===== config.mk =====
export PLATFORM = sky130hd
export DESIGN_NAME = register_server_pdu_engine_top_flat
export DESIGN_NICKNAME = d
export VERILOG_FILES = /design/src/rtl/rspe_pkg.sv /design/src/rtl/rspe_req_if.sv /design/src/rtl/rspe_resp_if.sv /design/src/rtl/rspe_ram.sv /design/src/rtl/register_server_pdu_engine_top.sv /design/src/flat_wrapper.sv
export SDC_FILE = /design/constraint.sdc
export NUM_CORES = 2
export LEC_CHECK = 0
export BUFFER_PORTS_ARGS = -buffer_cell sky130_fd_sc_hd__buf_2
export CAP_MARGIN = 20
export CORE_AREA = 2 2 647 649
export DETAILED_ROUTE_END_ITERATION = 7
export DIE_AREA = 0 0 649 651
export GPL_TIMING_DRIVEN = 0
export HOLD_SLACK_MARGIN = 0.1
export SLEW_MARGIN = 15
export SYNTH_ARGS = -nofsm -noshare
export SYNTH_HDL_FRONTEND = slang
export SYNTH_SLANG_ARGS = --single-unit

===== constraint.sdc =====
create_clock -name clk -period 25 [get_ports clk]
set_input_delay 5 -clock clk [delete_from_list [all_inputs] [get_ports clk]]
set_output_delay 5 -clock clk [all_outputs]
set_load 0.1 [all_outputs]

===== src/rtl/rspe_pkg.sv =====
// ----------------------------------------------------------------------------
// Register server PDU engine package
// Function codes, exception reasons, limits and header positions.
// ----------------------------------------------------------------------------
package rspe_pkg;

    localparam int NUM_REGS_DEF = 256;
    localparam int REG_W        = 16;

    // Item operations
    localparam logic OP_PUSH  = 1'b0;
    localparam logic OP_FETCH = 1'b1;

    // Function codes
    localparam logic [7:0] FC_READ  = 8'h03;
    localparam logic [7:0] FC_WRITE = 8'h10;
    localparam logic [7:0] EXC_FLAG = 8'h80;

    // Register count limits
    localparam logic [15:0] MAX_READ  = 16'd125;
    localparam logic [15:0] MAX_WRITE = 16'd123;

    // Exception reasons
    localparam logic [1:0] EXC_NONE  = 2'd0;
    localparam logic [1:0] EXC_FUNC  = 2'd1;
    localparam logic [1:0] EXC_ADDR  = 2'd2;
    localparam logic [1:0] EXC_VALUE = 2'd3;

    // Request byte positions
    localparam logic [7:0] POS_FUNC     = 8'd0;
    localparam logic [7:0] POS_ADDR_HI  = 8'd1;
    localparam logic [7:0] POS_ADDR_LO  = 8'd2;
    localparam logic [7:0] POS_CNT_HI   = 8'd3;
    localparam logic [7:0] POS_CNT_LO   = 8'd4;
    localparam logic [7:0] POS_BYTE_CNT = 8'd5;
    localparam logic [7:0] POS_DATA     = 8'd6;
    localparam logic [7:0] POS_SAT      = 8'd255;

    // Request lengths
    localparam logic [8:0] READ_HDR_LEN  = 9'd5;
    localparam logic [8:0] WRITE_HDR_LEN = 9'd6;

    // Write reply: last byte position
    localparam logic [16:0] WRITE_REPLY_LAST = 17'd4;

endpackage


===== src/rtl/rspe_req_if.sv =====
// ----------------------------------------------------------------------------
// Request channel
// Valid/ready channel carrying one push or fetch item per beat.
// ----------------------------------------------------------------------------
interface rspe_req_if;
    logic       valid;
    logic       ready;
    logic       operation;
    logic [7:0] req_byte;
    logic       req_last;

    modport source (output valid, output operation, output req_byte, output req_last,
                    input ready);
    modport sink   (input valid, input operation, input req_byte, input req_last,
                    output ready);
endinterface


===== src/rtl/rspe_resp_if.sv =====
// ----------------------------------------------------------------------------
// Response channel
// Valid/ready channel carrying one response byte per beat.
// ----------------------------------------------------------------------------
interface rspe_resp_if;
    logic       valid;
    logic       ready;
    logic [7:0] resp_byte;
    logic       resp_last;
    logic       resp_valid;

    modport source (output valid, output resp_byte, output resp_last, output resp_valid,
                    input ready);
    modport sink   (input valid, input resp_byte, input resp_last, input resp_valid,
                    output ready);
endinterface


===== src/rtl/rspe_ram.sv =====
// ----------------------------------------------------------------------------
// Generic RAM
// One write port, one read port, read data registered and held without re.
// ----------------------------------------------------------------------------
module rspe_ram #(
    parameter int WIDTH = 16,
    parameter int DEPTH = 256
) (
    input  logic                     clk,
    input  logic                     we,
    input  logic [$clog2(DEPTH)-1:0] waddr,
    input  logic [WIDTH-1:0]         wdata,
    input  logic                     re,
    input  logic [$clog2(DEPTH)-1:0] raddr,
    output logic [WIDTH-1:0]         rdata
);

    logic [WIDTH-1:0] mem [DEPTH];

    always_ff @(posedge clk)
    begin
        if (we)
        begin
            mem[waddr] <= wdata;
        end
        if (re)
        begin
            rdata <= mem[raddr];
        end
    end

endmodule


===== src/rtl/register_server_pdu_engine_top.sv =====
// ----------------------------------------------------------------------------
// Register server PDU engine
// Server side of the holding-register PDU: read registers and write multiple.
// ----------------------------------------------------------------------------
// Each req beat is either a push of one request byte (operation 0) or a fetch
// of the next response byte (operation 1); every fetch yields exactly one resp
// beat, with resp_valid low when no response is pending, and pushes yield none.
// A new item can be taken every cycle while req.ready is high. The resp
// beat for a fetch shows up in the cycle after acceptance. A fetch that returns
// register data issues its read to the holding-register RAM at acceptance, and
// the byte is muxed onto resp straight from the RAM's registered read, in step
// with the output register that carries the other fields. After the clear pass,
// fetches stall only while that output register holds a beat that is not
// being taken; pushes never stall.
// After reset the block runs a clear pass over the register RAM, one entry per
// cycle, over all NUM_REGS entries (256 by default), with req.ready held low.
// Write-multiple data words land in the RAM as their low byte arrives, so a
// following read sees them with no extra wait.
// ----------------------------------------------------------------------------
module register_server_pdu_engine_top #(
    parameter int NUM_REGS = rspe_pkg::NUM_REGS_DEF
) (
    input  logic        clk,
    input  logic        rst_n,
    rspe_req_if.sink    req,
    rspe_resp_if.source resp
);

    localparam int           AW         = $clog2(NUM_REGS);
    localparam logic [16:0]  NUM_REGS_W = 17'(NUM_REGS);
    localparam logic [AW-1:0] LAST_ADDR = AW'(NUM_REGS - 1);

    // Request parse state
    logic [7:0]  byte_pos_reg,   byte_pos_next;
    logic [7:0]  func_code_reg,  func_code_next;
    logic [15:0] start_addr_reg, start_addr_next;
    logic [15:0] reg_count_reg,  reg_count_next;
    logic [7:0]  high_hold_reg,  high_hold_next;
    logic [1:0]  exc_reg,        exc_next;
    logic        resp_pend_reg,  resp_pend_next;
    logic [7:0]  resp_pos_reg,   resp_pos_next;

    // Output beat register
    logic        out_valid_reg;
    logic [7:0]  out_byte_reg,   out_byte_next;
    logic        out_last_reg,   out_last_next;
    logic        out_rvalid_reg, out_rvalid_next;
    logic        out_mem_reg,    out_mem_next;
    logic        out_lo_reg,     out_lo_next;

    // Clear pass after reset
    logic          clr_busy_reg;
    logic [AW-1:0] clr_addr_reg;

    // Handshake
    logic accept;
    logic push;
    logic fetch;

    // Push path
    logic [7:0]  wr_k;
    logic [16:0] wr_sum;
    logic [16:0] hdr_sum;
    logic [16:0] fin_sum;
    logic [8:0]  rcvd;
    logic        push_we;
    logic [AW-1:0] push_waddr;

    // Fetch path
    logic [7:0]  rd_k;
    logic [16:0] rd_sum;
    logic [16:0] final_pos;
    logic        fetch_re;

    // RAM port
    logic                ram_we;
    logic [AW-1:0]       ram_waddr;
    logic [rspe_pkg::REG_W-1:0] ram_wdata;
    logic [rspe_pkg::REG_W-1:0] ram_rdata;

    // After clearing, pushes any time; a fetch only when the output slot frees up
    assign req.ready = !clr_busy_reg &&
                       ((req.operation == rspe_pkg::OP_PUSH) || !out_valid_reg || resp.ready);
    assign accept    = req.valid && req.ready;
    assign push      = accept && (req.operation == rspe_pkg::OP_PUSH);
    assign fetch     = accept && (req.operation == rspe_pkg::OP_FETCH);

    // ------------------------------------------------------------------------
    // Push: parse header, check counts, store data words, close the request
    // ------------------------------------------------------------------------
    assign wr_k    = byte_pos_reg - rspe_pkg::POS_DATA;
    assign wr_sum  = {1'b0, start_addr_reg} + 17'(wr_k[7:1]);
    assign hdr_sum = {1'b0, start_addr_reg} + {1'b0, reg_count_reg};
    assign fin_sum = {1'b0, start_addr_next} + {1'b0, reg_count_next};
    assign rcvd    = {1'b0, byte_pos_reg} + 9'd1;

    always_comb
    begin
        byte_pos_next   = byte_pos_reg;
        func_code_next  = func_code_reg;
        start_addr_next = start_addr_reg;
        reg_count_next  = reg_count_reg;
        high_hold_next  = high_hold_reg;
        exc_next        = exc_reg;
        resp_pend_next  = resp_pend_reg;
        resp_pos_next   = resp_pos_reg;
        push_we         = 1'b0;
        push_waddr      = wr_sum[AW-1:0];

        out_byte_next   = 8'd0;
        out_last_next   = 1'b0;
        out_rvalid_next = 1'b0;
        out_mem_next    = 1'b0;
        out_lo_next     = 1'b0;
        fetch_re        = 1'b0;
        final_pos       = 17'd0;

        if (push)
        begin
            // drop any response still pending
            resp_pend_next = 1'b0;
            resp_pos_next  = 8'd0;
            case (byte_pos_reg)
                rspe_pkg::POS_FUNC:
                begin
                    func_code_next  = req.req_byte;
                    exc_next        = rspe_pkg::EXC_NONE;
                    start_addr_next = 16'd0;
                    reg_count_next  = 16'd0;
                end
                rspe_pkg::POS_ADDR_HI: start_addr_next = {req.req_byte, start_addr_reg[7:0]};
                rspe_pkg::POS_ADDR_LO: start_addr_next = {start_addr_reg[15:8], req.req_byte};
                rspe_pkg::POS_CNT_HI:  reg_count_next  = {req.req_byte, reg_count_reg[7:0]};
                rspe_pkg::POS_CNT_LO:  reg_count_next  = {reg_count_reg[15:8], req.req_byte};
                default:
                begin
                    if (func_code_reg == rspe_pkg::FC_WRITE)
                    begin
                        if (byte_pos_reg == rspe_pkg::POS_BYTE_CNT)
                        begin
                            if (reg_count_reg == 16'd0 || reg_count_reg > rspe_pkg::MAX_WRITE ||
                                {9'd0, req.req_byte} != {reg_count_reg, 1'b0})
                            begin
                                exc_next = rspe_pkg::EXC_VALUE;
                            end
                            else if (hdr_sum > NUM_REGS_W)
                            begin
                                exc_next = rspe_pkg::EXC_ADDR;
                            end
                            else
                            begin
                                exc_next = rspe_pkg::EXC_NONE;
                            end
                        end
                        else if (exc_reg == rspe_pkg::EXC_NONE &&
                                 {9'd0, wr_k} < {reg_count_reg, 1'b0})
                        begin
                            if (!wr_k[0])
                            begin
                                high_hold_next = req.req_byte;
                            end
                            else if (wr_sum < NUM_REGS_W)
                            begin
                                push_we = 1'b1;
                            end
                        end
                    end
                end
            endcase

            if (req.req_last)
            begin
                // close the request and arm the response
                if (func_code_next == rspe_pkg::FC_READ)
                begin
                    if (rcvd < rspe_pkg::READ_HDR_LEN || reg_count_next == 16'd0 ||
                        reg_count_next > rspe_pkg::MAX_READ)
                    begin
                        exc_next = rspe_pkg::EXC_VALUE;
                    end
                    else if (fin_sum > NUM_REGS_W)
                    begin
                        exc_next = rspe_pkg::EXC_ADDR;
                    end
                    else
                    begin
                        exc_next = rspe_pkg::EXC_NONE;
                    end
                end
                else if (func_code_next == rspe_pkg::FC_WRITE)
                begin
                    if (rcvd < rspe_pkg::WRITE_HDR_LEN)
                    begin
                        exc_next = rspe_pkg::EXC_VALUE;
                    end
                    else if (exc_next == rspe_pkg::EXC_NONE &&
                             {9'd0, rcvd} <
                             18'({reg_count_next, 1'b0}) + 18'(rspe_pkg::WRITE_HDR_LEN))
                    begin
                        exc_next = rspe_pkg::EXC_VALUE;
                    end
                end
                else
                begin
                    exc_next = rspe_pkg::EXC_FUNC;
                end
                resp_pend_next = 1'b1;
                resp_pos_next  = 8'd0;
                byte_pos_next  = 8'd0;
            end
            else if (byte_pos_reg != rspe_pkg::POS_SAT)
            begin
                byte_pos_next = byte_pos_reg + 8'd1;
            end
        end
        else if (fetch && resp_pend_reg)
        begin
            out_rvalid_next = 1'b1;
            if (exc_reg != rspe_pkg::EXC_NONE)
            begin
                final_pos     = 17'd1;
                out_byte_next = (resp_pos_reg == 8'd0) ? rspe_pkg::EXC_FLAG + func_code_reg
                                                       : {6'd0, exc_reg};
            end
            else if (func_code_reg == rspe_pkg::FC_READ)
            begin
                final_pos = {reg_count_reg, 1'b1};
                if (resp_pos_reg == 8'd0)
                begin
                    out_byte_next = rspe_pkg::FC_READ;
                end
                else if (resp_pos_reg == 8'd1)
                begin
                    out_byte_next = {reg_count_reg[6:0], 1'b0};
                end
                else
                begin
                    // register byte comes from the RAM's registered read
                    fetch_re     = 1'b1;
                    out_mem_next = 1'b1;
                    out_lo_next  = rd_k[0];
                end
            end
            else
            begin
                final_pos = rspe_pkg::WRITE_REPLY_LAST;
                case (resp_pos_reg)
                    8'd0:    out_byte_next = rspe_pkg::FC_WRITE;
                    8'd1:    out_byte_next = start_addr_reg[15:8];
                    8'd2:    out_byte_next = start_addr_reg[7:0];
                    8'd3:    out_byte_next = reg_count_reg[15:8];
                    default: out_byte_next = reg_count_reg[7:0];
                endcase
            end
            out_last_next = ({9'd0, resp_pos_reg} >= final_pos);
            if (out_last_next)
            begin
                resp_pend_next = 1'b0;
                resp_pos_next  = 8'd0;
            end
            else
            begin
                resp_pos_next = resp_pos_reg + 8'd1;
            end
        end
    end

    assign rd_k   = resp_pos_reg - 8'd2;
    assign rd_sum = {1'b0, start_addr_reg} + 17'(rd_k[7:1]);

    // ------------------------------------------------------------------------
    // Holding-register store
    // ------------------------------------------------------------------------
    assign ram_we    = clr_busy_reg || push_we;
    assign ram_waddr = clr_busy_reg ? clr_addr_reg : push_waddr;
    assign ram_wdata = clr_busy_reg ? '0 : {high_hold_reg, req.req_byte};

    rspe_ram #(
        .WIDTH (rspe_pkg::REG_W),
        .DEPTH (NUM_REGS)
    ) u_regs (
        .clk   (clk),
        .we    (ram_we),
        .waddr (ram_waddr),
        .wdata (ram_wdata),
        .re    (fetch_re),
        .raddr (rd_sum[AW-1:0]),
        .rdata (ram_rdata)
    );

    // ------------------------------------------------------------------------
    // Registers
    // ------------------------------------------------------------------------
    always_ff @(posedge clk or negedge rst_n)
    begin
        if (!rst_n)
        begin
            byte_pos_reg   <= 8'd0;
            func_code_reg  <= 8'd0;
            start_addr_reg <= 16'd0;
            reg_count_reg  <= 16'd0;
            high_hold_reg  <= 8'd0;
            exc_reg        <= rspe_pkg::EXC_NONE;
            resp_pend_reg  <= 1'b0;
            resp_pos_reg   <= 8'd0;
            out_valid_reg  <= 1'b0;
            clr_busy_reg   <= 1'b1;
            clr_addr_reg   <= '0;
        end
        else
        begin
            byte_pos_reg   <= byte_pos_next;
            func_code_reg  <= func_code_next;
            start_addr_reg <= start_addr_next;
            reg_count_reg  <= reg_count_next;
            high_hold_reg  <= high_hold_next;
            exc_reg        <= exc_next;
            resp_pend_reg  <= resp_pend_next;
            resp_pos_reg   <= resp_pos_next;

            if (fetch)
            begin
                out_valid_reg <= 1'b1;
            end
            else if (resp.ready)
            begin
                out_valid_reg <= 1'b0;
            end

            if (clr_busy_reg)
            begin
                if (clr_addr_reg == LAST_ADDR)
                begin
                    clr_busy_reg <= 1'b0;
                end
                else
                begin
                    clr_addr_reg <= clr_addr_reg + 1'b1;
                end
            end
        end
    end

    // Output payload holds while the beat waits
    always_ff @(posedge clk)
    begin
        if (fetch)
        begin
            out_byte_reg   <= out_byte_next;
            out_last_reg   <= out_last_next;
            out_rvalid_reg <= out_rvalid_next;
            out_mem_reg    <= out_mem_next;
            out_lo_reg     <= out_lo_next;
        end
    end

    assign resp.valid      = out_valid_reg;
    assign resp.resp_byte  = out_mem_reg ? (out_lo_reg ? ram_rdata[7:0] : ram_rdata[15:8])
                                         : out_byte_reg;
    assign resp.resp_last  = out_last_reg;
    assign resp.resp_valid = out_rvalid_reg;

`ifndef SYNTHESIS
    // No item enters while the store is being cleared
    a_clear_blocks: assert property (@(posedge clk) disable iff (!rst_n)
        clr_busy_reg |-> !req.ready)
        else $error("item accepted during clear pass");

    // Data words land only for a write request that passed its checks
    a_write_legal: assert property (@(posedge clk) disable iff (!rst_n)
        (ram_we && !clr_busy_reg) |->
            (push && func_code_reg == rspe_pkg::FC_WRITE && exc_reg == rspe_pkg::EXC_NONE))
        else $error("register write outside a checked write request");

    // A response position only advances while a response is pending
    a_pos_pending: assert property (@(posedge clk) disable iff (!rst_n)
        (resp_pos_reg != 8'd0) |-> resp_pend_reg)
        else $error("response position without pending response");
`endif

endmodule

===== src/flat_wrapper.sv =====
// flat-port wrapper written by rule: the top's interface ports become plain ports
module register_server_pdu_engine_top_flat 
#(
    parameter int NUM_REGS = rspe_pkg::NUM_REGS_DEF
)
  (clk, rst_n, req_valid, req_operation, req_req_byte, req_req_last, req_ready, resp_valid, resp_resp_byte, resp_resp_last, resp_resp_valid, resp_ready);
  rspe_req_if req_i ();
  rspe_resp_if resp_i ();
  input  logic clk;
  input  logic rst_n;
  input wire logic [$bits(req_i.valid)-1:0] req_valid;
  input wire logic [$bits(req_i.operation)-1:0] req_operation;
  input wire logic [$bits(req_i.req_byte)-1:0] req_req_byte;
  input wire logic [$bits(req_i.req_last)-1:0] req_req_last;
  output wire logic [$bits(req_i.ready)-1:0] req_ready;
  output wire logic [$bits(resp_i.valid)-1:0] resp_valid;
  output wire logic [$bits(resp_i.resp_byte)-1:0] resp_resp_byte;
  output wire logic [$bits(resp_i.resp_last)-1:0] resp_resp_last;
  output wire logic [$bits(resp_i.resp_valid)-1:0] resp_resp_valid;
  input wire logic [$bits(resp_i.ready)-1:0] resp_ready;
  assign req_i.valid = req_valid;
  assign req_i.operation = req_operation;
  assign req_i.req_byte = req_req_byte;
  assign req_i.req_last = req_req_last;
  assign req_ready = req_i.ready;
  assign resp_valid = resp_i.valid;
  assign resp_resp_byte = resp_i.resp_byte;
  assign resp_resp_last = resp_i.resp_last;
  assign resp_resp_valid = resp_i.resp_valid;
  assign resp_i.ready = resp_ready;
  register_server_pdu_engine_top #(.NUM_REGS(NUM_REGS)) u_core (.clk(clk), .rst_n(rst_n), .req(req_i), .resp(resp_i));
endmodule

==> impl_metrics.toml <==
[run_status]
status = "finished, final reports clean"

[yosys]
synthFlopType = "edfxtp_1"
synth_top_family_by_area = "multiplexers"
synth.distinct_cells = 73
synth-adder-area-share = 0.00660
synthSimpleGateAreaFrac = 0.0211
synth_area_um2 = 166000
synthMuxAreaShare = 0.182
synthArstFlopShare = 0.0183
synth_area_per_cell_um2 = 22.4
synth_edf_count = 4124
yosysSeqAreaShare = 0.759
synth_compound_area_frac = 0.0167
yosys_warnings = 0
synth.ff_latch_count = 4201
synthXorXnorAreaFrac = 0.00349
syn_nets = 7476
syn_inst = 7377

[clocking]
cts_tree = "yes"
h-tree-depth = 5
cts-hold-fix-buffers = 0
cts_setup_buffers = 0
cts_root_buffer = "clkbuf_16"
clock_path_buffers = 4
path_clk_slew_ns = 0.06
cts_buffers = 422
cts_resized = 0
insertion_delay_ns = 0.98
clkSinkCount = 4201

[global_routing]
track_usage = 0.211
use_met1 = 0.283
first_global_vias = 82200
grt_pass1_wl_um = 634000
met3_usage = 0.0434
grt_max_degree = 60
top_usage_layer = "met2"
use_met2 = 0.343
grt_overflow = 0
antenna_found_initial = 23

[critical_path]
regToRegEndpoint = "u_core.u_regs.rdata[3]$_DFFE_PP_"
r2r_slack_ns = 17.66
critPathLaunchType = "input port"
required_ns = 20.00
reg2reg_depth = 12
arrival_ns = 5.78
path_max_fanout = 3
timing.rr.start = "u_core.resp_pos_reg[1]$_DFFE_PN0P_"
endpoint_kind = "output port"
path_class = "in -> out"

[power]
power_frac_comb = 0.433
p_sw_frac = 0.382
vdd_drop_max_mv = 0.129
p_clk_frac = 0.253
p_per_area_nw_per_um2 = 128
p_seq_frac = 0.314
p_int_w = 0.0154
leakagePower_nw = 66.1
power.net_switching_w = 0.00950

[layout]
largest_register_ffs = 4096
syn2layout_area_growth_pct = 17.3
layout_commonest_cell = "edfxtp_1"
nNetsFinal = 8352
layout.cells.non_filler = 14100
multi_input_area_um2 = 39000
top_register = "u_core.u_regs.mem"
n_fill_cell = 33600
drive_gt1_frac = 0.317
area.sequential_um2 = 126000
most-common-layout-cells = "4124 x edfxtp_1, 1296 x mux4_2, 431 x clkbuf_16"

[placement]
portBuffers = 21
dp_cells = 13300
gp_congestion = 0.898
post-dp-hpwl_um = 324000

[routing]
drc = 0
via_per_inst = 5.78
vias = 81600
antenna_left = 0
first_pass_iters = 6
post_drt_wl_per_cell_um = 32.1
wl_um = 454000
drt_iter0_markers = 10700

[sta]
worst_pin_slew_ns = 1.32
slew_headroom = 0.117
hold_viol_final = 0
rsz0062_at_grt = "no"
fin_crit_sh = 0.431
setup_tns_ns = 0
finalClockSkew_ns = 0.0710
clock.fmax_mhz = 92.8
fin_crit_ns = 10.78
maxSlewViolCount = 0
final-setup-viol-count = 0

[floorplanning]
die_y_um = 651
die_w_um = 649
die_area_um2 = 422000
placementRows = 237
core_um2 = 415000
ioPinCount = 26
initial_utilization = 0.399

[min_path]
hold_start = "u_core.clr_addr_reg[5]$_DFFE_PN0P_"
min_path_type = "reg -> reg"
holdPathStages = 1
min_to = "u_core.clr_addr_reg[5]$_DFFE_PN0P_"

[run]
max_cap_viol_count = 0
how the worst max path moves through the flow:
stage	startpoint	to	slack, ns	cells after the start
global placement	req_req_byte[7]	u_core.u_regs.mem[164][7]$_DFFE_PP_	2.09	3
floorplan	req_req_byte[0]	u_core.u_regs.mem[0][0]$_DFFE_PP_	11.97	2
finish	req_operation	req_ready	14.22	3
global route	resp_ready	req_ready	14.20	4
CTS	resp_ready	req_ready	14.24	4
detailed placement	req_operation	req_ready	14.24	3
power groups by stage:
stage	clock (W)	combinational, W	sequential (W)
2_1_floorplan	0	0.00601	0.00795
3_3_place_gp	0	0.0103	0.00801
3_5_place_dp	0	0.0107	0.00796
4_1_cts	0.00638	0.0107	0.00781
5_1_grt	0.00664	0.0111	0.00781
6_report	0.00629	0.0108	0.00781
worst max-delay path, stage by stage:
cell	delay (ns)
buf_2	0.11
a31oi_1	0.20
buf_2	0.46
area by class of cell:
cell class / count / area share
repair buffers: 452 / 0.0367
inverters: 51 / 0.000985
clock inverters: 244 / 0.0126
diodes: 10 / 0.000129
clock buffers: 537 / 0.0578
flip-flops and latches: 4201 / 0.647
well taps: 5497 / 0.0354
multi-input cells: 2723 / 0.201
plain buffers: 402 / 0.00824
synthesized netlist by cell type (6+ instances only):
library cell | count | share of area
edfxtp_1 | 4124 | 0.75
mux4_2 | 1296 | 0.18
nor2_1 | 345 | 0.0078
clkbuf_1 | 284 | 0.0064
nand2_1 | 144 | 0.0033
a21oi_1 | 137 | 0.0041
buf_1 | 104 | 0.0024
nor2b_1 | 85 | 0.0032
mux2i_1 | 82 | 0.0050
ha_1 | 81 | 0.0061
dfrtp_1 | 76 | 0.011
a211oi_1 | 68 | 0.0031
o21ai_0 | 62 | 0.0019
inv_1 | 50 | 0.0011
nor3_1 | 40 | 0.0012
xnor2_1 | 40 | 0.0021
nand3_1 | 28 | 0.00085
xor2_1 | 26 | 0.0014
a21o_1 | 25 | 0.0011
a22o_1 | 25 | 0.0013
a31oi_1 | 16 | 0.00060
and2_1 | 15 | 0.00057
nand2b_1 | 15 | 0.00057
nand4_1 | 15 | 0.00057
mux2_2 | 14 | 0.00095
nor4_1 | 14 | 0.00053
and3_1 | 13 | 0.00049
buf_2 | 11 | 0.00033
a21boi_0 | 9 | 0.00041
a22oi_1 | 9 | 0.00041
or2_2 | 8 | 0.00030
o211ai_1 | 7 | 0.00032
a2111oi_0 | 6 | 0.00032
a221oi_1 | 6 | 0.00032
a222oi_1 | 6 | 0.00036
kinds of logic (layout without fill, tap and decap cells):
kind of cell,after synthesis,after routing
XOR/XNOR,66,66
flip-flops,4201,4201
other,0,10
buffers and inverters,453,1686
AO/OA/AOI/OAI,423,423
adder cells (fa/ha/maj),85,85
AND/OR/NAND/NOR,756,756
multiplexers,1393,1393
metal layers:
layer  vias to the layer above  wire (um)
met1                     44000     176000
met4                         6      18200
li1                      33200          -
met2                      3685     219000
met5                         -         57
met3                       684      40000
per-stage QoR:
stage	area [um2]	worst slack [ns]	util	hold WS, ns	total power [W]
floorplan	166000	11.97	-	0.459	0.0140
global placement	173000	2.09	0.415	0.483	0.0184
detailed placement	180000	14.24	0.434	0.498	0.0186
CTS	194000	14.24	0.467	0.507	0.0249
global route	194000	14.20	0.468	0.535	0.0255
finish	194000	14.22	0.468	0.512	0.0249
Power figures use the tool's default switching activity.
